==> src/sv/bgm_pkg.sv <==
package bgm_pkg;

   localparam int MAX_DIM     = 4096;
   localparam int DIM_W       = 13;
   localparam int POS_W       = 12;
   localparam int CHAN_W      = 8;
   localparam int NUM_LANES   = 4;
   localparam int NUM_CORNERS = 4;

   // corner value times a coordinate stays at or below 255 * MAX_DIM
   localparam int PROD_W = 20;
   // blend numerator stays at or below 255 * MAX_DIM * MAX_DIM
   localparam int NUM_W  = 32;
   localparam int DEN_W  = 2 * DIM_W - 1;
   localparam int QUO_W  = CHAN_W;

   localparam int DATA_W    = 32;
   localparam int REG_IDX_W = 3;
   localparam int ADDR_W    = REG_IDX_W + 2;

   localparam logic [REG_IDX_W-1:0] REG_FRAME_WIDTH  = 3'd0;
   localparam logic [REG_IDX_W-1:0] REG_FRAME_HEIGHT = 3'd1;
   localparam logic [REG_IDX_W-1:0] REG_CORNER_0     = 3'd2;
   localparam logic [REG_IDX_W-1:0] REG_CORNER_1     = 3'd3;
   localparam logic [REG_IDX_W-1:0] REG_CORNER_2     = 3'd4;
   localparam logic [REG_IDX_W-1:0] REG_CORNER_3     = 3'd5;

   localparam logic [DIM_W-1:0]  DIM_RESET    = 13'd256;
   localparam logic [DATA_W-1:0] CORNER_RESET = 32'hFFFF_FFFF;

   typedef logic [NUM_LANES-1:0][CHAN_W-1:0] pixel_type;
   typedef logic [NUM_LANES-1:0][QUO_W-1:0]  weight_type;
   typedef logic [NUM_LANES-1:0][NUM_W-1:0]  numer_type;

   typedef struct packed {
      logic      clamped;
      pixel_type px;
   } side_type;

   typedef struct packed {
      logic [DIM_W-1:0]                                 width;
      logic [DIM_W-1:0]                                 height;
      logic [DEN_W-1:0]                                 denom;
      logic [NUM_CORNERS-1:0][NUM_LANES-1:0][CHAN_W-1:0] corner;
   } cfg_type;

endpackage

==> src/sv/bgm_scale.sv <==
module bgm_scale import bgm_pkg::*; (
   input  logic       clock,
   input  logic       reset,
   input  logic       in_valid,
   output logic       in_ready,
   input  weight_type in_wt,
   input  side_type   in_side,
   output logic       out_valid,
   input  logic       out_ready,
   output pixel_type  out_pixel,
   output logic       out_clamped
);

   localparam int DBL_W = 2 * CHAN_W;

   logic [1:0]                       v_ff, v_in, en;
   logic [NUM_LANES-1:0][DBL_W-1:0] prod_ff, prod_in;
   logic                             cl1_ff, cl2_ff;
   pixel_type                        pix_ff, pix_in;
   logic [NUM_LANES-1:0][DBL_W-1:0] fold;

   assign en[1]    = ~v_ff[1] | out_ready;
   assign en[0]    = ~v_ff[0] | en[1];
   assign in_ready = en[0];
   assign v_in     = {v_ff[0], in_valid};

   assign out_valid   = v_ff[1];
   assign out_pixel   = pix_ff;
   assign out_clamped = cl2_ff;

   // floor(p / 255) for p up to 255 * 255 is (p + (p >> 8) + 1) >> 8
   always_comb begin
      for (int l = 0; l < NUM_LANES; l++) begin
         prod_in[l] = DBL_W'(in_side.px[l]) * DBL_W'(in_wt[l]);
         fold[l]    = prod_ff[l] + (prod_ff[l] >> CHAN_W) + DBL_W'(1);
         pix_in[l]  = fold[l][DBL_W-1:CHAN_W];
      end
   end

   always_ff @(posedge clock) begin
      if (reset) begin
         v_ff <= '0;
      end else begin
         if (en[0]) begin
            v_ff[0] <= v_in[0];
         end
         if (en[1]) begin
            v_ff[1] <= v_in[1];
         end
      end
   end

   always_ff @(posedge clock) begin
      if (en[0]) begin
         prod_ff <= prod_in;
         cl1_ff  <= in_side.clamped;
      end
      if (en[1]) begin
         pix_ff <= pix_in;
         cl2_ff <= cl1_ff;
      end
   end

endmodule

==> config.mk <==
export PLATFORM = sky130hd
export DESIGN_NAME = bgm_scale
export DESIGN_NICKNAME = d
export VERILOG_FILES = /design/src/sv/bgm_pkg.sv /design/src/sv/bgm_scale.sv
export SDC_FILE = /design/constraint.sdc
export NUM_CORES = 1
export LEC_CHECK = 0
export ABC_AREA = 1
export ABC_CLOCK_PERIOD_IN_PS = 13280
export BUFFER_PORTS_ARGS = -buffer_cell sky130_fd_sc_hd__buf_2
export CORE_UTILIZATION = 55
export CTS_CLUSTER_SIZE = 28
export DETAILED_ROUTE_END_ITERATION = 8
export HOLD_SLACK_MARGIN = 0.15
export PLACE_DENSITY = 0.72
export SLEW_MARGIN = 10
export SYNTH_ARGS = -nofsm -noshare
export SYNTH_HDL_FRONTEND = slang
export SYNTH_SLANG_ARGS = --single-unit
export TNS_END_PERCENT = 1
==> constraint.sdc <==
create_clock -name clock -period 13.28 [get_ports clock]
set_input_delay 2.656 -clock clock [delete_from_list [all_inputs] [get_ports clock]]
set_output_delay 2.656 -clock clock [all_outputs]
set_load 0.01 [all_outputs]
==> out/metrics.cfg, run 1 <==
[timing]
worst_slew_pin_slew_ps = 971.8
fin_tns_setup_ps = 0
drv_slew = 0
rsz0062_at_grt = no
hold_viol = 0
relSlewSlack = 0.3521
setup_violations = 0
period_share = 0.5034
layout_min_cycle_time_ps = 6685
skew_ps = 5.629
fmaxAchievable_ghz = 0.1496
setup_ws_ps = 6595

[floorplan]
die_area_sq_mm = 0.02751
die_h_um = 165.9
start_util = 0.5635
top_level_ports = 104
fp.dieW_um = 165.9
rows = 59
core_area_sq_mm = 0.02621

[place]
place_area_sq_mm = 0.01548
gp_congestion = 0.9197
pre_cts_ws_ps = 6567
dp_hpwl_um = 25040
portBuffers = 103
dp.cells = 2439

[worst_setup_path]
r2r_end = out_pixel[31]$_DFFE_PP_
r2r_cells = 9
worst_ep_arrival_time_ps = 4030
reg2reg_from = prod_ff[58]$_DFFE_PP_
cpMostUsedCell = buf_2
cp_cell_sequence = buf_2 -> inv_1 -> nand3_4 -> buf_2
crit_path_max_fanout = 67
end_kind = primary output
start_kind = input port
cp.depth = 4
cp_slowest_stage_delay_ps = 690
crit_family = simple AND/OR/NAND/NOR gates
critPathLaunch = out_ready
critical_path_buf_inv_count = 3
critPathRequiredTime_ps = 10620
slowest_stage = nand3_4
r2r_setup_slack_ps = 11460
worstSetupPathType = in2out
endpoint = in_ready

[global_route]
antenna_found_initial = 2
grt_util_met1 = 0.3054
grt_pass1_vias = 12196
grt_usage = 0.2312
grt-busiest-layer = met2
grt_max_degree = 68
met2_usage = 0.4110
grt-ovfl-total = 0
met3_usage = 0.02097
grt_pass1_wl_um = 53530

[final_layout]
design_area_sq_mm = 0.01580
area_growth_pct = 6.981
fin_nets = 2500
drive_gt1_frac = 0.06132
stdcell_count = 2457

[drt]
vias = 12030
drc = 6
vias_per_cell = 4.896
dr.pass1.iters = 7
wl_um = 29700
routedWlPerCell_um = 12.09
drtIter0Drc = 734
ant_nets = 0

[synth]
synth_fp_nets = 2449
yosysWarnings = 0
synth_async_sr_flop_share = 0
yosysTopAreaCellShare = 0.1993
synth_area_leader_cell = edfxtp_1
synthTopCellsByArea = edfxtp_1, fa_1, nand2_1
synthTopCellsByCount = nand2_1, inv_1, ha_1, fa_1, edfxtp_1
postSynthAreaPerCell_sq_um = 7.155
yosysMostFrequentCell = nand2_1
synth_ff_type = edfxtp_1
yosysUniqueCellTypes = 25
ys_ff_latch = 100
syn_inst = 2064
synth.cell_area_sq_mm = 0.01477
seq_area_frac_synth = 0.2020
synth_edf_count = 98

[job]
max_cap_violations = 0

[clock_tree]
clkTransAtPathRegs_ps = 70
cts.repair.resized = 0
h-tree-depth = 3
cts_buffers = 9
root_buffer = clkbuf_16
cts_tree = yes
insertion_delay_ps = 340
cts_hold_buf = 0
cts.sinks = 100
postCtsSetupBuffers = 0
cts_buffer_depth = 2

[pwr]
ir_drop_mv = 0.08060
switchingPower_w = 0.001259
internal_power_w = 0.001340
clkPwrFrac = 0.104
power_density_mw_per_mm2 = 164.5
p_sw_frac = 0.4843
power_frac_seq = 0.255
power_frac_comb = 0.641
leakagePower_nw = 10.00

[worst_hold_path]
min_path_type = reg2reg
min_path_cells = 0
holdCritStartpoint = cl1_ff$_DFFE_PP_

[run_status]
violations = design-rule violations
status = complete, but fails checks

-- registers in the layout, summed over array words and instances (netlist names) --
name         cells
v_ff             2
out_pixel       32
prod_ff         64
cl1_ff           1
out_clamped      1
-- metrics by stage --
stage,total power [W],util,hold slack [ps]
2_1_floorplan,0.001920,-,400.3
3_3_place_gp,0.002292,0.5908,400.8
3_5_place_dp,0.002329,0.5908,411.8
4_1_cts,0.002616,0.6027,430.8
5_1_grt,0.002917,0.6029,463.3
6_report,0.002599,0.6029,431.4
-- power by group through the flow --
stage               clock network [W]  logic, W  registers (W)
floorplan                           0   0.00127       0.000650
global placement                    0   0.00163       0.000666
detailed placement                  0   0.00166       0.000668
CTS                          0.000278   0.00168       0.000662
global route                 0.000290   0.00195       0.000677
finish                       0.000270   0.00167       0.000662
-- worst register-to-register path, stage by stage (launching register included) --
cell and delay (ps):
edfxtp_1 520, ha_1 360, a21oi_1 190, nand2_1 100
nand2_1 70, nand2_1 70, nand2_1 80, nand2_1 50
nand2_1 60, nand2_1 80
-- layout make-up --
type,count,area [sq um]
clock inverters,6,82.58
inverters,581,2181
diodes,2,5.005
well taps,335,419.2
flip-flops and latches,100,2983
clock buffers,10,229.0
fillers,2442,10410
repair buffers,104,523.0
multi-input cells,1319,9376
-- cell usage in the layout (no fill, tap or decap) --
master,n
nand2_1,661
inv_1,581
ha_1,172
fa_1,144
buf_2,103
edfxtp_1,98
nor2_1,92
nand3_1,66
a21oi_1,52
nand4_1,29
xnor2_1,20
nor3_1,16
o21ai_0,13
o21bai_1,12
xor2_1,12
clkbuf_16,9
and2_1,8
o21ai_2,6
or2_1,4
diode_2,2
nand3b_1,2
nand2_2,2
nor3_2,2
a21boi_1,2
nand2b_1,2
dfxtp_1,2
nand3_4,1
a21o_1,1
bufinv_16,1
inv_6,1
inv_8,1
clkinv_8,1
clkinv_4,1
clkbuf_1,1
clkinvlp_4,1
buf_4,1
-- cells by family (layout without fill, tap and decap cells) --
logic type | after synthesis | count (layout) | share of synthesized area
AOI/OAI and AO/OA | 86 | 86 | 0.03321
DFF | 100 | 100 | 0.2020
and+or+nand+nor | 885 | 885 | 0.2410
xor gates and xnor gates | 32 | 32 | 0.01898
buffers and inverters | 645 | 701 | 0.1639
adders and majority gates | 316 | 316 | 0.3409
other | 0 | 2 | 0
-- worst min-delay path by stage --
stage,endpoint
floorplan,out_clamped$_DFFE_PP_
global placement,out_clamped$_DFFE_PP_
detailed placement,out_clamped$_DFFE_PP_
CTS,out_clamped$_DFFE_PP_
global route,out_clamped$_DFFE_PP_
finish,out_clamped$_DFFE_PP_
-- metal layers --
metal,vias to the layer above,part of all wire
li1,6190,-
met1,5548,0.47
met2,265,0.48
met3,27,0.043
met4,0,0.013
met5,-,0
Note: power is estimated with default switching activity, not from simulation.
==> inputs of run 2 (changes only) <==
--- a/config.mk
+++ b/config.mk
@@ -5,14 +5,14 @@
 export SDC_FILE = /design/constraint.sdc
 export NUM_CORES = 1
 export LEC_CHECK = 0
-export ABC_AREA = 1
-export ABC_CLOCK_PERIOD_IN_PS = 13280
+export ABC_AREA = 0
+export ABC_CLOCK_PERIOD_IN_PS = 6000
 export BUFFER_PORTS_ARGS = -buffer_cell sky130_fd_sc_hd__buf_2
 export CORE_UTILIZATION = 55
 export CTS_CLUSTER_SIZE = 28
 export DETAILED_ROUTE_END_ITERATION = 8
 export HOLD_SLACK_MARGIN = 0.15
-export PLACE_DENSITY = 0.72
+export PLACE_DENSITY = 0.75
 export SLEW_MARGIN = 10
 export SYNTH_ARGS = -nofsm -noshare
 export SYNTH_HDL_FRONTEND = slang
==> constraint.sdc (replaced) <==
create_clock -name clock -period 6 [get_ports clock]
set_input_delay 1.2 -clock clock [delete_from_list [all_inputs] [get_ports clock]]
set_output_delay 1.2 -clock clock [all_outputs]
set_load 0.01 [all_outputs]
==> out/metrics.cfg, run 2 <==
[run_status]
status = finished, final reports clean

[place]
dp_hpwl_um = 18950
dp.cells = 1620
gp_congestion = 0.8198
portBuffers = 103

[final_layout]
fin_nets = 1731
stdcell_count = 1636
most-common-layout-cells = inv_1, and2_1, ha_1
num_antenna_cells = 0
area_growth_pct = 9.168
layout_commonest_cell = inv_1
largest_register = prod_ff
drive_gt1_frac = 0.1036
largest_reg_flops = 64

[global_route]
grt_pass1_wl_um = 39530
grt_usage = 0.2046
grt_pass1_vias = 8765
grt_max_degree = 66
grt-ovfl-total = 0
antenna_found_initial = 0

[synth]
yosysWarnings = 0
yosysUniqueCellTypes = 57
synthTopCellsByArea = edfxtp_1, fa_1, ha_1
synth_ff_type = edfxtp_1
synth_fp_nets = 1619
ys_ff_latch = 100
synth.cell_area_sq_mm = 0.01261
synth_edf_count = 98
syn_inst = 1234
seq_area_frac_synth = 0.2365
yosysMostFrequentCell = inv_1
synth_area_leader_cell = edfxtp_1
postSynthAreaPerCell_sq_um = 10.22
synth_async_sr_flop_share = 0
synthTopCellsByCount = inv_1, and2_1, ha_1, fa_1, edfxtp_1
yosysTopAreaCellShare = 0.2334

[floorplan]
start_util = 0.5587
top_level_ports = 104
core_area_sq_mm = 0.02257
rows = 55
die_h_um = 153.4
die_area_sq_mm = 0.02354
fp.dieW_um = 153.4

[timing]
rsz0062_at_grt = no
fmaxAchievable_ghz = 0.2057
period_share = 0.8101
setup_violations = 0
skew_ps = 6.776
worst_slew_pin_slew_ps = 802.7
fin_tns_setup_ps = 0
layout_min_cycle_time_ps = 4861
drv_slew = 0
hold_viol = 0
relSlewSlack = 0.4649

[drt]
ant_nets = 0
dr.pass1.iters = 6
wl_um = 22580
routedWlPerCell_um = 13.80
vias_per_cell = 5.296
vias = 8665
drtIter0Drc = 341
drc = 0

[worst_hold_path]
min_path_type = reg2reg

[pwr]
leakagePower_nw = 6.829
total_power_w = 0.004802
power_density_mw_per_mm2 = 348.8
ir_drop_mv = 0.1854

[worst_setup_path]
worstSetupPathType = in2reg
start_kind = input port
crit_path_max_fanout = 8
worst_ep_arrival_time_ps = 4970
critPathRequiredTime_ps = 6110
end_kind = flop

[clock_tree]
cts_tree = yes
cts_buffer_depth = 2
cts_hold_buf = 0
h-tree-depth = 3
root_buffer = clkbuf_16
clkTransAtPathRegs_ps = 70
cts.repair.resized = 0
cts_buffers = 9
postCtsSetupBuffers = 0
insertion_delay_ps = 350
cts.sinks = 100

[job]
max_cap_violations = 0

-- run 2: cell types whose count changed after synthesis, sizes merged, moves of 10 or more --
cell	delta
a21o	+13
a21oi	-23
and2	+194
clkbuf	-60
inv	-369
nand2	-579
nand2b	+10
nand3	-48
nand4	-21
nor2	-51
o21ai	+10
xnor2	+34
-- run 2: final cells by class --
cell class,instances,area (sq um)
inverters,212,795.8
fillers,1906,8805
multi-input cells,918,8820
flip-flops and latches,100,2983
repair buffers,105,530.5
well taps,285,356.6
clock inverters,7,56.30
clock buffers,9,225.2
-- run 2: worst paths after layout --
check                              from                       to  slack (ps)  depth (start not counted)
setup / recovery            in_side[29]    prod_ff[62]$_DFFE_PP_        1140                         16
hold reg to reg        cl1_ff$_DFFE_PP_    out_clamped$_DFFE_PP_         440                          0
hold / removal         cl1_ff$_DFFE_PP_    out_clamped$_DFFE_PP_         440                          0
setup reg to reg  prod_ff[44]$_DFFE_PP_  out_pixel[23]$_DFFE_PP_        3810                          7
-- run 2: kinds of logic after synthesis --
logic type | count (synthesis) | share of synthesized area
adder cells (fa/ha/maj) | 316 | 0.3992
AO/OA/AOI/OAI | 124 | 0.07382
flip-flops | 100 | 0.2365
AND/OR/NAND/NOR | 405 | 0.1752
buffers and inverters | 216 | 0.06429
XOR/XNOR | 71 | 0.04931
multiplexers | 2 | 0.001588
-- run 2: routing by layer --
layer  wire length, um  GRT usage  up-vias
met5                 0          0        -
met4               316    0.04476        0
met3               764    0.02977       33
met2             11510     0.3657      146
met1              9992     0.2623     4228
li1                  -          -     4258
-- run 2: power by group --
| part | internal [W] | switching [W] | leakage (nW) |
|---|---|---|---|
| Clock | 0.000288 | 0.000264 | 0.142 |
| Combinational | 0.00129 | 0.00154 | 5.62 |
| Sequential | 0.00123 | 0.000194 | 1.07 |
| Total | 0.00281 | 0.00200 | 6.83 |
-- run 2: metrics by stage --
step                      instance area (sq um)  setup WS (ps)  hold slack [ps]  utilization
after global placement                    13490          852.1            426.5       0.5975
after floorplan                           12610           1163            400.3            -
after CTS                                 13770           1149            446.5       0.6099
after global routing                      13770          944.1            458.8       0.6099
after detailed placement                  13490          760.6            418.4       0.5975
final                                     13770           1139            436.5       0.6099
-- run 2: worst max-delay path, cell delays in order --
cell and delay [ps]:
buf_2 150, nand2_1 90, fa_1 520, fa_1 540, inv_1 50, fa_1 470, inv_1 50, fa_1 470
inv_1 40, ha_1 310, o21ai_0 240, nand2b_1 110, a31oi_2 270, nor2_1 80, a221oi_2 270, xnor2_1 90
