==> config.mk <==
export PLATFORM = sky130hd
export DESIGN_NAME = bgm_csr
export DESIGN_NICKNAME = d
export VERILOG_FILES = /design/src/sv/bgm_pkg.sv /design/src/sv/bgm_csr.sv
export SDC_FILE = /design/constraint.sdc
export NUM_CORES = 1
export LEC_CHECK = 0
export BUFFER_PORTS_ARGS = -buffer_cell sky130_fd_sc_hd__buf_2
export CORE_MARGIN = 2
export CORE_UTILIZATION = 61
export DETAILED_ROUTE_END_ITERATION = 6
export PLACE_DENSITY = 0.95
export SLEW_MARGIN = 5
export SYNTH_ARGS = -nofsm -noshare
export SYNTH_HDL_FRONTEND = slang
export SYNTH_SLANG_ARGS = --single-unit
==> constraint.sdc <==
create_clock -name clock -period 15.55 [get_ports clock]
set_input_delay 0 -clock clock [delete_from_list [all_inputs] [get_ports clock]]
set_output_delay 0 -clock clock [all_outputs]
set_load 0.005 [all_outputs]
==> src/sv/bgm_pkg.sv <==
package bgm_pkg;

   localparam int MAX_DIM     = 4096;
   localparam int DIM_W       = 13;
   localparam int POS_W       = 12;
   localparam int CHAN_W      = 8;
   localparam int NUM_LANES   = 4;
   localparam int NUM_CORNERS = 4;

   // corner value times a coordinate stays at or below 255 * MAX_DIM
   localparam int PROD_W = 20;
   // blend numerator stays at or below 255 * MAX_DIM * MAX_DIM
   localparam int NUM_W  = 32;
   localparam int DEN_W  = 2 * DIM_W - 1;
   localparam int QUO_W  = CHAN_W;

   localparam int DATA_W    = 32;
   localparam int REG_IDX_W = 3;
   localparam int ADDR_W    = REG_IDX_W + 2;

   localparam logic [REG_IDX_W-1:0] REG_FRAME_WIDTH  = 3'd0;
   localparam logic [REG_IDX_W-1:0] REG_FRAME_HEIGHT = 3'd1;
   localparam logic [REG_IDX_W-1:0] REG_CORNER_0     = 3'd2;
   localparam logic [REG_IDX_W-1:0] REG_CORNER_1     = 3'd3;
   localparam logic [REG_IDX_W-1:0] REG_CORNER_2     = 3'd4;
   localparam logic [REG_IDX_W-1:0] REG_CORNER_3     = 3'd5;

   localparam logic [DIM_W-1:0]  DIM_RESET    = 13'd256;
   localparam logic [DATA_W-1:0] CORNER_RESET = 32'hFFFF_FFFF;

   typedef logic [NUM_LANES-1:0][CHAN_W-1:0] pixel_type;
   typedef logic [NUM_LANES-1:0][QUO_W-1:0]  weight_type;
   typedef logic [NUM_LANES-1:0][NUM_W-1:0]  numer_type;

   typedef struct packed {
      logic      clamped;
      pixel_type px;
   } side_type;

   typedef struct packed {
      logic [DIM_W-1:0]                                 width;
      logic [DIM_W-1:0]                                 height;
      logic [DEN_W-1:0]                                 denom;
      logic [NUM_CORNERS-1:0][NUM_LANES-1:0][CHAN_W-1:0] corner;
   } cfg_type;

endpackage

==> src/sv/bgm_csr.sv <==
module bgm_csr import bgm_pkg::*; (
   input  logic              clock,
   input  logic              reset,
   input  logic              psel,
   input  logic              penable,
   input  logic              pwrite,
   input  logic [ADDR_W-1:0] paddr,
   input  logic [DATA_W-1:0] pwdata,
   output logic [DATA_W-1:0] prdata,
   output cfg_type           cfg
);

   logic [DIM_W-1:0]                    width_ff, width_in;
   logic [DIM_W-1:0]                    height_ff, height_in;
   logic [NUM_CORNERS-1:0][DATA_W-1:0] corner_ff, corner_in;
   logic [DEN_W-1:0]                    denom_ff, denom_in;
   logic [REG_IDX_W-1:0]                index;
   logic                                wr_en;
   logic [DIM_W-1:0]                    eff_w, eff_h;

   function automatic logic [DIM_W-1:0] eff_dim(input logic [DIM_W-1:0] raw);
      logic [DIM_W-1:0] v;
      v = raw;
      if (raw == '0) begin
         v = DIM_W'(1);
      end else if (raw > DIM_W'(MAX_DIM)) begin
         v = DIM_W'(MAX_DIM);
      end
      return v;
   endfunction

   assign index = paddr[ADDR_W-1:2];
   assign wr_en = psel & penable & pwrite;

   always_comb begin
      width_in  = width_ff;
      height_in = height_ff;
      corner_in = corner_ff;
      if (wr_en) begin
         case (index)
            REG_FRAME_WIDTH: begin
               width_in = pwdata[DIM_W-1:0];
            end
            REG_FRAME_HEIGHT: begin
               height_in = pwdata[DIM_W-1:0];
            end
            REG_CORNER_0: begin
               corner_in[0] = pwdata;
            end
            REG_CORNER_1: begin
               corner_in[1] = pwdata;
            end
            REG_CORNER_2: begin
               corner_in[2] = pwdata;
            end
            REG_CORNER_3: begin
               corner_in[3] = pwdata;
            end
            default: begin
            end
         endcase
      end
   end

   assign eff_w    = eff_dim(width_ff);
   assign eff_h    = eff_dim(height_ff);
   // denominator is needed only deep in the pipe, so it can take a register
   assign denom_in = DEN_W'(eff_w) * DEN_W'(eff_h);

   always_ff @(posedge clock) begin
      if (reset) begin
         width_ff  <= DIM_RESET;
         height_ff <= DIM_RESET;
         corner_ff <= {NUM_CORNERS{CORNER_RESET}};
         denom_ff  <= DEN_W'(DIM_RESET) * DEN_W'(DIM_RESET);
      end else begin
         width_ff  <= width_in;
         height_ff <= height_in;
         corner_ff <= corner_in;
         denom_ff  <= denom_in;
      end
   end

   always_comb begin
      case (index)
         REG_FRAME_WIDTH: begin
            prdata = DATA_W'(width_ff);
         end
         REG_FRAME_HEIGHT: begin
            prdata = DATA_W'(height_ff);
         end
         REG_CORNER_0: begin
            prdata = corner_ff[0];
         end
         REG_CORNER_1: begin
            prdata = corner_ff[1];
         end
         REG_CORNER_2: begin
            prdata = corner_ff[2];
         end
         REG_CORNER_3: begin
            prdata = corner_ff[3];
         end
         default: begin
            prdata = '0;
         end
      endcase
   end

   always_comb begin
      cfg.width  = eff_w;
      cfg.height = eff_h;
      cfg.denom  = denom_ff;
      for (int c = 0; c < NUM_CORNERS; c++) begin
         cfg.corner[c] = corner_ff[c];
      end
   end

endmodule

==> results of run 1 <==
report_power, final:
part	internal [uW]	switching, uW
logic	38.1	55.8
registers	463	4.70
clock network	222	234
total	723	294
layout make-up:
cell class | instances | area share, %
repair buffers | 294 | 11.0
well taps | 275 | 2.27
diodes | 3 | 0.0496
inverters | 201 | 4.98
multi-input cells | 991 | 53.9
clock buffers | 17 | 2.81
flip-flops and latches | 179 | 23.7
clock inverters | 15 | 1.33
path summary, 6_finish.rpt:
kind / cells after the start / end / start / slack [ps]
worst max register to register: 16 / denom_ff[17]$_SDFF_PP0_ / height_ff[12]$_SDFFE_PP0P_ / 8830
worst max-delay path: 16 / denom_ff[17]$_SDFF_PP0_ / height_ff[12]$_SDFFE_PP0P_ / 8830
worst min register to register: 2 / height_ff[0]$_SDFFE_PP0P_ / height_ff[0]$_SDFFE_PP0P_ / 510
worst min-delay path: 5 / width_ff[3]$_SDFFE_PP0P_ / paddr[3] / 180
Yosys cell counts, drive strengths merged, types with 16 or more instances:
library cell	n	area, um^2
a211o	130	1140
a21oi	38	190
a22oi	77	578
and2	16	100
buf	18	95.1
clkbuf	78	294
dfxtp	179	3580
fa	120	2400
ha	68	851
inv	192	721
nand2	168	631
nand2b	22	138
nand3	16	80.1
nor2	100	385
nor2b	141	882
cells by family (layout without fill, tap and decap cells):
logic type / Yosys count / in the layout
adders and majority gates: 188 / 188
muxes: 6 / 6
other: 0 / 3
AOI/OAI and AO/OA: 290 / 290
and+or+nand+nor: 491 / 491
DFF: 179 / 179
buffers and inverters: 297 / 527
xor gates and xnor gates: 16 / 16
stage by stage:
stage	utilization, %	hold WS (ps)
after floorplan	-	118
after global placement	68.2	253
after detailed placement	68.2	254
after CTS	72.7	173
after global routing	72.7	209
final	72.7	180
state kept, by name, indices dropped and copies added (netlist names):
register and count:
width_ff 13, denom_ff 25, cfg 128, height_ff 13
critical path, delay by kind of cell, from the launching register on:
kind / cells / cell delay (ps)
fa+ha+maj: 6 / 2690
simple gates: 2 / 1320
buf+inv: 3 / 160
compound gates: 4 / 1350
mux: 1 / 370
flops: 1 / 680
what timing repair did:
item	4_1_cts	5_1_grt
resized for setup	0	0
hold buffers	32	0
hold endpoints to repair	154	0
setup buffers	0	0
per-layer routing:
layer / up-vias / global-route usage, %
met5: - / 0
met4: 0 / 19.1
met3: 202 / 9.36
met2: 844 / 60.4
met1: 5926 / 41.9
li1: 5242 / -
==> run metrics, run 1 <==
PwrDens=between 60 and 70 mW/mm^2; Critical Path Sink Type=flop; Final setup viols=0; Top Metal Used=met4; Tcrit/Tclk final=between 40% and 50%; CTS Buf Count=17; crit path DAT=7060 ps; clock sink count=179; vias in the first global route=12,000; GPL Wtd Cong=~0.99; global-route wire length before repair=around 62 mm; Synth Cell Area=roughly 0.013 mm^2; top_reg_cell synth=dfxtp_1; Post-Synth Adder-Cell Area=around 25%; area of the multi-input gates=0.00817 mm^2; global route total overflow=0; Placed Area=0.0142 mm^2; sequential element share of the synthesized area=between 20% and 30%; Boundary Pins=~250; Initial Util=61.7%; Avg Cell Area, Syn=slightly below 9 um^2; CP required=15,880 ps; Seq cells post-synth=179; Met3 Routed Length=about 4.4 mm; Placed Cells=1,908; setup ws final=between 8000 and 9000 ps; status=complete, no violations; Detail Route Antenna Nets=0; met2 WL=a little under 20 mm; HP Class=primary input to flop; Vias/cell=around 6; largest net degree at the start of global routing=100; die width=around 150 um; full die area=about 0.022 mm^2; WL/cell=roughly 21 um; Setup TNS=0 ps; GRT Total Usage=a little over a third; Simple-Gate Fraction of Synth Area=18.7%; Post-Syn Instances=around 1,500; Final Power=between 1000 and 1500 uW; Crit Path Class=flop to flop; Slowest cell on crit path=nor2b_1; RSZ-0062 raised after global routing=false; worst path cell trace=nor2b_1 -> nand2_1 -> fa_1 -> fa_1 -> inv_1 -> fa_1 -> fa_1 -> inv_1 -> fa_1 -> inv_1 -> ha_1 -> a2111o_1 -> o22ai_1 -> o21ai_0 -> a221oi_1 -> mux2_2; via count=about 12,000; Layout Cells excl Fill=between 1,500 and 2,000; root buf cell=clkbuf_16; Synth async-reset ratio=0%; Met1 Wirelength=approximately 14 mm; Final Net Count=1,914; worst vdd ir=approximately 0.063 mV; Die Span Y=149 um; initial antenna violation count=3; Post-Synth XOR/XNOR Area=~1.1%; Synthesized Nets=between 1,500 and 2,000; commonest cells after routing, fill and taps aside=buf_2, inv_1, dfxtp_1, nand2_1, nor2b_1; clk_lat worst skew=between 400 and 500 ps; Filler Cells Inserted=about 1,400; Max Clock Freq=approximately 0.15 GHz; first-iteration detailed-routing DRC count=1,211; row count=53; crit-path max cell delay=1150 ps; Slew HR=between 10% and 20%; layout cells sized above 1=between 15 and 20%; pre-CTS setup slack=between 8000 and 9000 ps; Period minus WS final=roughly 6700 ps; startpoint types=flop; core area=approximately 0.021 mm^2; H-tree depth=4; final hold violation count=0; DRT Pass-1 Iters=6; final wirelength=about 41 mm; Syn. warnings=0; Layout area overhead=17.9%; CTS tree=yes; largest family of logic cells by synthesized area=adder cells; CTS max path bufs=2; Max Cap Viol=0; Reg clk slew, reported paths=~80 ps; Worst Path Max Fanout=31; design area=~0.015 mm^2; Worst Tran Pin Value=between 1000 and 1500 ps; Remaining DRCs=0; worst-case clock skew=roughly 8.3 ps; post-synthesis compound-gate area fraction=17.5%; FF/Latch Area=between 0.003 and 0.004 mm^2; mux contribution to synthesized area=0.526%; DP HPWL=about 28 mm; EDFF count, synth=0; CP dominant cell by count=fa_1; fin. max-slew vios=0; port buffer count=between 200 and 300; Netlist cell types=between 50 and 60; Leakage=~0.0067 uW; most common cell after layout, fill and taps aside=buf_2
Power figures use the tool's default switching activity.
==> run 2, diff against run 1 <==
ABC_AREA = 1   (was default)
CORE_UTILIZATION = 51   (was 61)
PLACE_DENSITY = 0.86   (was 0.95)
clock period = 5.8 ns   (was 15.55 ns; I/O delays follow)
==> run 2 against run 1 <==
Register-to-register slack worse by 8500 ps; non-clock buffer count is 36 higher; via count grew 8.6%; first-iteration DRC count rose by 12%; sequential cell count stayed put; setup slack worse by 8500 ps; sequential share of layout area shrank 0.80 points; fmax increased by 22%; utilization shrank 10 points; largest power group unchanged; clock skew increased by 2.5 ps.
==> run metrics, run 2 <==
core area=0.0250 mm^2 (+20%); sequential element share of the synthesized area=27.8% (-0.13 points); final wirelength=42.5 mm (+4.4%); Placed Area=0.0144 mm^2 (+1.7%); H-tree depth=4 (unchanged); top_reg_cell synth=dfxtp_1; most common cell after layout, fill and taps aside=nand2_1; port buffer count=250 (unchanged); Post-Syn Instances=1,773 (+21%); initial antenna violation count=0 (-3); utilization after layout=62.6% (-10 points); crit path DAT=5850 ps (-1210 ps); met2 Use GR=55.9% (-4.5 points); via count=13,300 (+8.6%); Reg clk slew, reported paths=80 ps (about the same); EDFF count, synth=0 (unchanged); CP top delay family=adder cells; FF-to-FF End=denom_ff[23]$_SDFF_PP0_; DRT Pass-1 Iters=6 (unchanged); first-iteration detailed-routing DRC count=1,362 (+12%); CTS Buf Count=17 (unchanged); Filler Cells Inserted=2,116 (+48%); clock sink count=179 (unchanged); Worst Tran Pin Value=1090 ps (-197 ps); Yosys top cell by area=dfxtp_1; global route total overflow=0 (unchanged); GRT Total Usage=32.1% (-3.7 points); largest net degree at the start of global routing=90 (-10%); Period minus WS final=5520 ps (-1210 ps); Seq cells post-synth=179 (unchanged); fin. max-slew vios=0 (unchanged); DP HPWL=30.8 mm (+9.9%); M3 GR Usage=7.82% (-1.5 points); Worst Path Max Fanout=9 (-71%); post-synth top area share=27.8% (-0.13 points); Detail Route Antenna Nets=0 (unchanged); Max Cap Viol=0 (unchanged); reg2reg start=width_ff[2]$_SDFFE_PP0P_; CTS max path bufs=2 (unchanged); R2R depth=26 (+10); final hold violation count=0 (unchanged); Layout area overhead=21.5%; CP dominant cell by count=inv_1; Leakage=0.00811 uW (+20%); Synth top cells by count=nand2_1, inv_1, nand3_1, dfxtp_1, nor2_1; worst path bufs/invs=8 (+5); Boundary Pins=253 (unchanged); crit-path max cell delay=500 ps (-650 ps); Final Power=2770 uW (+170%); GPL Wtd Cong=0.973 (-1.6%); GRT busiest layer=met2; Hold EP=width_ff[8]$_SDFFE_PP1P_; Placed Cells=2,301 (+21%); layout cells sized above 1=19.0% (+0.53 points); die width=163 um (+9.4%); clk_lat worst skew=440 ps (about the same); Avg Cell Area, Syn=7.28 um^2 (-17%); number of cells on the worst hold path=4 (-1); full die area=0.0266 mm^2 (+20%); top post-synthesis cells by area=dfxtp_1, fa_1, nand2_1; startpoint types=flop; WL/cell=17.8 um (-14%); Critical Path Sink Type=flop; CP required=6130 ps (-9750 ps); Synth async-reset ratio=0% (unchanged); Layout Cells excl Fill=2,391 (+21%); Netlist cell types=34 (-36%); Remaining DRCs=0 (unchanged); Final setup viols=0 (unchanged); Critical Path Stages=26 (+10); global-route wire length before repair=66.9 mm (+7.5%); commonest cells after routing, fill and taps aside=nand2_1, inv_1, buf_2, nand3_1, dfxtp_1; Crit Path Class=flop to flop; # diodes=0 (-3); worst-case clock skew=10.8 ps (+2.49 ps); Hold Startpoint=penable; R2R setup slack=280 ps (-8540 ps); CTS tree=yes; PwrDens=177 mW/mm^2 (+160%); root buf cell=clkbuf_16; Synth Cell Area=0.0129 mm^2 (+0.47%); Initial Util=51.5% (-10 points); row count=58 (+9.4%); worst vdd ir=0.181 mV (+190%); Tcrit/Tclk final=95.1% (+52 points); Max Clock Freq=0.181 GHz (+22%); Syn. warnings=0 (unchanged); Vias/cell=5.55 (-10%); Die Span Y=163 um (+9.4%); status=complete, no violations; Slowest cell on crit path=fa_1; design area=0.0157 mm^2 (+3.5%); RSZ-0062 raised after global routing=true; Final Net Count=2,278 (+19%); Slew HR=27.1% (+13 points); HP Class=primary input to flop; most common cell in the netlist=nand2_1; vias in the first global route=12,800 (+6.9%); met1 GRT Util=38.1% (-3.9 points); max reg flops=128 (unchanged); Synthesized Nets=2,003 (+18%)
-- run 2: how the worst max path moves through the flow --
stage                                   start                      end  slack (ps)
floorplan           height_ff[3]$_SDFFE_PP0P_  denom_ff[22]$_SDFF_PP0_         640
global placement    height_ff[9]$_SDFFE_PP0P_  denom_ff[22]$_SDFF_PP0_         250
detailed placement  height_ff[8]$_SDFFE_PP1P_  denom_ff[22]$_SDFF_PP0_         160
CTS                 height_ff[8]$_SDFFE_PP1P_  denom_ff[21]$_SDFF_PP0_          80
global route        height_ff[6]$_SDFFE_PP0P_  denom_ff[23]$_SDFF_PP0_         -70
finish               width_ff[2]$_SDFFE_PP0P_  denom_ff[23]$_SDFF_PP0_         280
-- run 2: worst register-to-register path, stage by stage, from the launching register on --
cell,delay (ps)
dfxtp_1,310
inv_1,160
nand3_1,120
nor2_2,180
a21oi_4,80
buf_12,160
nor2_4,230
inv_2,150
nor2_1,170
fa_1,460
inv_1,90
fa_1,420
fa_1,500
inv_1,50
fa_1,470
inv_1,40
fa_1,470
inv_1,40
ha_1,360
nand2_1,150
nor2_1,220
and2_1,170
nand3_1,130
nand3_1,120
nand2_1,50
inv_1,50
nor2_1,40
-- run 2: power breakdown --
group / internal [uW] / switching [uW]
clock network: 598 / 642
logic: 104 / 169
registers: 1240 / 12.7
-- run 2: cells by family after synthesis --
logic type	Yosys count	share of synthesized area, %
AO/OA/AOI/OAI	139	6.61
adder cells (fa/ha/maj)	188	25.2
buffers and inverters	374	11.1
flip-flops	179	27.8
AND/OR/NAND/NOR	893	29.3
-- run 2: final cells by class --
| class | count | area [um^2] | share of cell area, % |
|---|---|---|---|
| Inverter | 300 | 1140 | 7.26 |
| Tap cell | 330 | 413 | 2.63 |
| Multi-Input combinational cell | 1220 | 7970 | 50.8 |
| Timing Repair Buffer | 330 | 1950 | 12.5 |
| Sequential cell | 179 | 3580 | 22.9 |
| Clock buffer | 17 | 425 | 2.71 |
| Clock inverter | 15 | 198 | 1.26 |
-- run 2: what timing repair did --
action / CTS / global route
hold buffers: 33 / 0
gates resized for setup: 0 / 21
setup endpoints to repair: 0 / 14
setup buffers: 0 / 25
hold endpoints to repair: 152 / 0
-- run 2: metal layers --
layer  part of all wire [%]  wire length, um
met4                    4.1             1750
met3                     11             4530
met2                     49            20800
met1                     36            15400
met5                      0                0
-- run 2: per-stage QoR --
stage	hold WS, ps	TNS (ps)	worst slack, ps
6_report	203	0	284
5_1_grt	257	-136	-73.4
4_1_cts	160	0	76.8
3_5_place_dp	258	0	163
2_1_floorplan	113	0	639
3_3_place_gp	246	0	254
==> run 3, diff against run 2 <==
MAX_ROUTING_LAYER = met4   (was default)
==> run 3 against run 2 <==
Critical path type unchanged; total power barely moved; die area did not move; critical endpoint unchanged; routed wire length is 0.53% lower; highest routed layer unchanged; cell count up 0.13%; final area up 0.89%.
==> run metrics, run 3 (synthesis results as in run 2) <==
status=complete, no violations; Final Net Count=2,280 (+0.088%); DP HPWL=30.9 mm (+0.45%); die width=163 um (unchanged); global-route wire length before repair=66.6 mm (-0.42%); first-iteration detailed-routing DRC count=1,198 (-12%); commonest cells after routing, fill and taps aside=nand2_1, inv_1, buf_2, nand3_1, dfxtp_1; R2R depth=28 (+7.7%); Leakage=0.00812 uW (+0.13%); worst setup path startpoint=height_ff[6]$_SDFFE_PP0P_; CP dominant cell by count=fa_1; CTS max path bufs=2 (unchanged); most common cell after layout, fill and taps aside=nand2_1; Crit Path Class=flop to flop; Vias/cell=5.49 (-1.0%); Critical Path Sink=denom_ff[23]$_SDFF_PP0_; layout cells sized above 1=20.6% (+1.6 points); startpoint types=flop; Tcrit/Tclk final=96.0% (+0.90 points); crit path DAT=5950 ps (+100 ps); H-tree depth=4 (unchanged); full die area=0.0266 mm^2 (unchanged); Final setup viols=0 (unchanged); via count=13,100 (-0.88%); Placed Area=0.0145 mm^2 (+0.55%); Final Power=2770 uW (about the same); final hold violation count=0 (unchanged); vias in the first global route=12,900 (+0.37%); largest net degree at the start of global routing=87 (-3.3%); Detail Route Antenna Nets=0 (unchanged); CP required=6180 ps (+50 ps); Max Cap Viol=0 (unchanged); final wirelength=42.3 mm (-0.53%); row count=58 (unchanged); PwrDens=175 mW/mm^2 (-0.90%); Layout area overhead=22.6%; Worst Tran Pin Value=1270 ps (+184 ps); Critical Path Sink Type=flop; reg2reg start=height_ff[6]$_SDFFE_PP0P_; WL/cell=17.7 um (-0.65%); Slowest cell on crit path=fa_1; CTS tree=yes; fin. max-slew vios=0 (unchanged); RSZ-0062 raised after global routing=true; R2R setup slack=230 ps (-50 ps); FF-to-FF End=denom_ff[23]$_SDFF_PP0_; Worst Path Max Fanout=7 (-2); Filler Cells Inserted=2,113 (-0.14%); Die Span Y=163 um (unchanged); Reg clk slew, reported paths=90 ps (about the same); port buffer count=250 (unchanged); core area=0.0250 mm^2 (unchanged); clk_lat worst skew=460 ps (+20 ps); GRT Total Usage=33.1% (+1.0 points); Max Clock Freq=0.180 GHz (-0.94%); HP Class=primary input to flop; Initial Util=51.5% (unchanged); worst-case clock skew=24.4 ps (+13.6 ps); worst vdd ir=0.150 mV (-17%); initial antenna violation count=1 (+1); design area=0.0158 mm^2 (+0.89%); global route total overflow=0 (unchanged); GPL Wtd Cong=0.941 (-3.2%); Period minus WS final=5570 ps (+52.4 ps); DRT Pass-1 Iters=7 (+1); CTS Buf Count=17 (unchanged); Boundary Pins=253 (unchanged); Slew HR=15.1% (-12 points); clock sink count=179 (unchanged); Hold Startpoint=penable; crit-path max cell delay=590 ps (+90 ps); Remaining DRCs=0 (unchanged); max reg flops=128 (unchanged); root buf cell=clkbuf_16
==> run 3: cell types whose count changed in the layout (fill, tap and decap cells not counted), sizes merged <==
cell	before	now
clkinv	9	11
bufinv	0	1
inv	303	300
diode	0	1
buf	297	299
==> run 3: power breakdown <==
group	internal (uW)	switching, uW
clock network	621	614
logic	107	171
registers	1240	12.3
total	1970	797
==> run 3: stage by stage <==
| stage | util (%) | cells | setup TNS, ps | setup WS [ps] | hold slack [ps] |
|---|---|---|---|---|---|
| after floorplan | - | 1773 | 0 | 639 | 113 |
| after global placement | 58.0 | 2310 | 0 | 252 | 246 |
| after detailed placement | 58.0 | 2310 | 0 | 102 | 252 |
| after CTS | 61.8 | 2375 | 0 | 77.1 | 136 |
| after global routing | 63.2 | 2394 | -85.9 | -39.6 | 188 |
| final | 63.2 | 2394 | 0 | 232 | 131 |
==> run 3: worst min path at each step <==
stage,slack [ps],cells after the start,to
6_report,130,4,width_ff[8]$_SDFFE_PP1P_
5_1_grt,190,4,width_ff[8]$_SDFFE_PP1P_
4_1_cts,140,4,width_ff[8]$_SDFFE_PP1P_
3_5_place_dp,250,3,cfg[52]$_SDFFE_PP1P_
3_3_place_gp,250,3,cfg[23]$_SDFFE_PP1P_
2_1_floorplan,110,2,cfg[0]$_SDFFE_PP1P_
==> run 3: layer usage <==
layer / vias up / GRT usage, % / wire (um)
met2: 798 / 55.6 / 20300
met3: 172 / 6.55 / 4350
met4: 0 / 14.9 / 2060
li1: 6030 / - / -
met5: - / - / 0
met1: 6147 / 38.6 / 15600
==> run 3: area by class of cell <==
| class | instances | area (um^2) | share of cell area, % |
|---|---|---|---|
| multi-input cells | 1220 | 8090 | 51.1 |
| inverters | 300 | 1140 | 7.20 |
| clock inverters | 15 | 188 | 1.19 |
| diodes | 1 | 2.50 | 0.0158 |
| clock buffers | 17 | 425 | 2.69 |
| well taps | 330 | 413 | 2.61 |
| repair buffers | 332 | 1980 | 12.5 |
| flip-flops and latches | 179 | 3580 | 22.7 |
==> run 3: repair_timing <==
item                       4_1_cts  5_1_grt
resized for setup                0       59
buffers inserted                 0       18
hold buffers                    33        0
setup endpoints to repair        0       14
hold endpoints to repair       156        0
==> run 3: critical path: cells and delay by family, from the launching register on <==
| kind | cells | cell delay, ps |
|---|---|---|
| buffers and inverters | 9 | 910 |
| and+or+nand+nor | 13 | 1540 |
| DFF | 1 | 330 |
| adders and majority gates | 6 | 2700 |
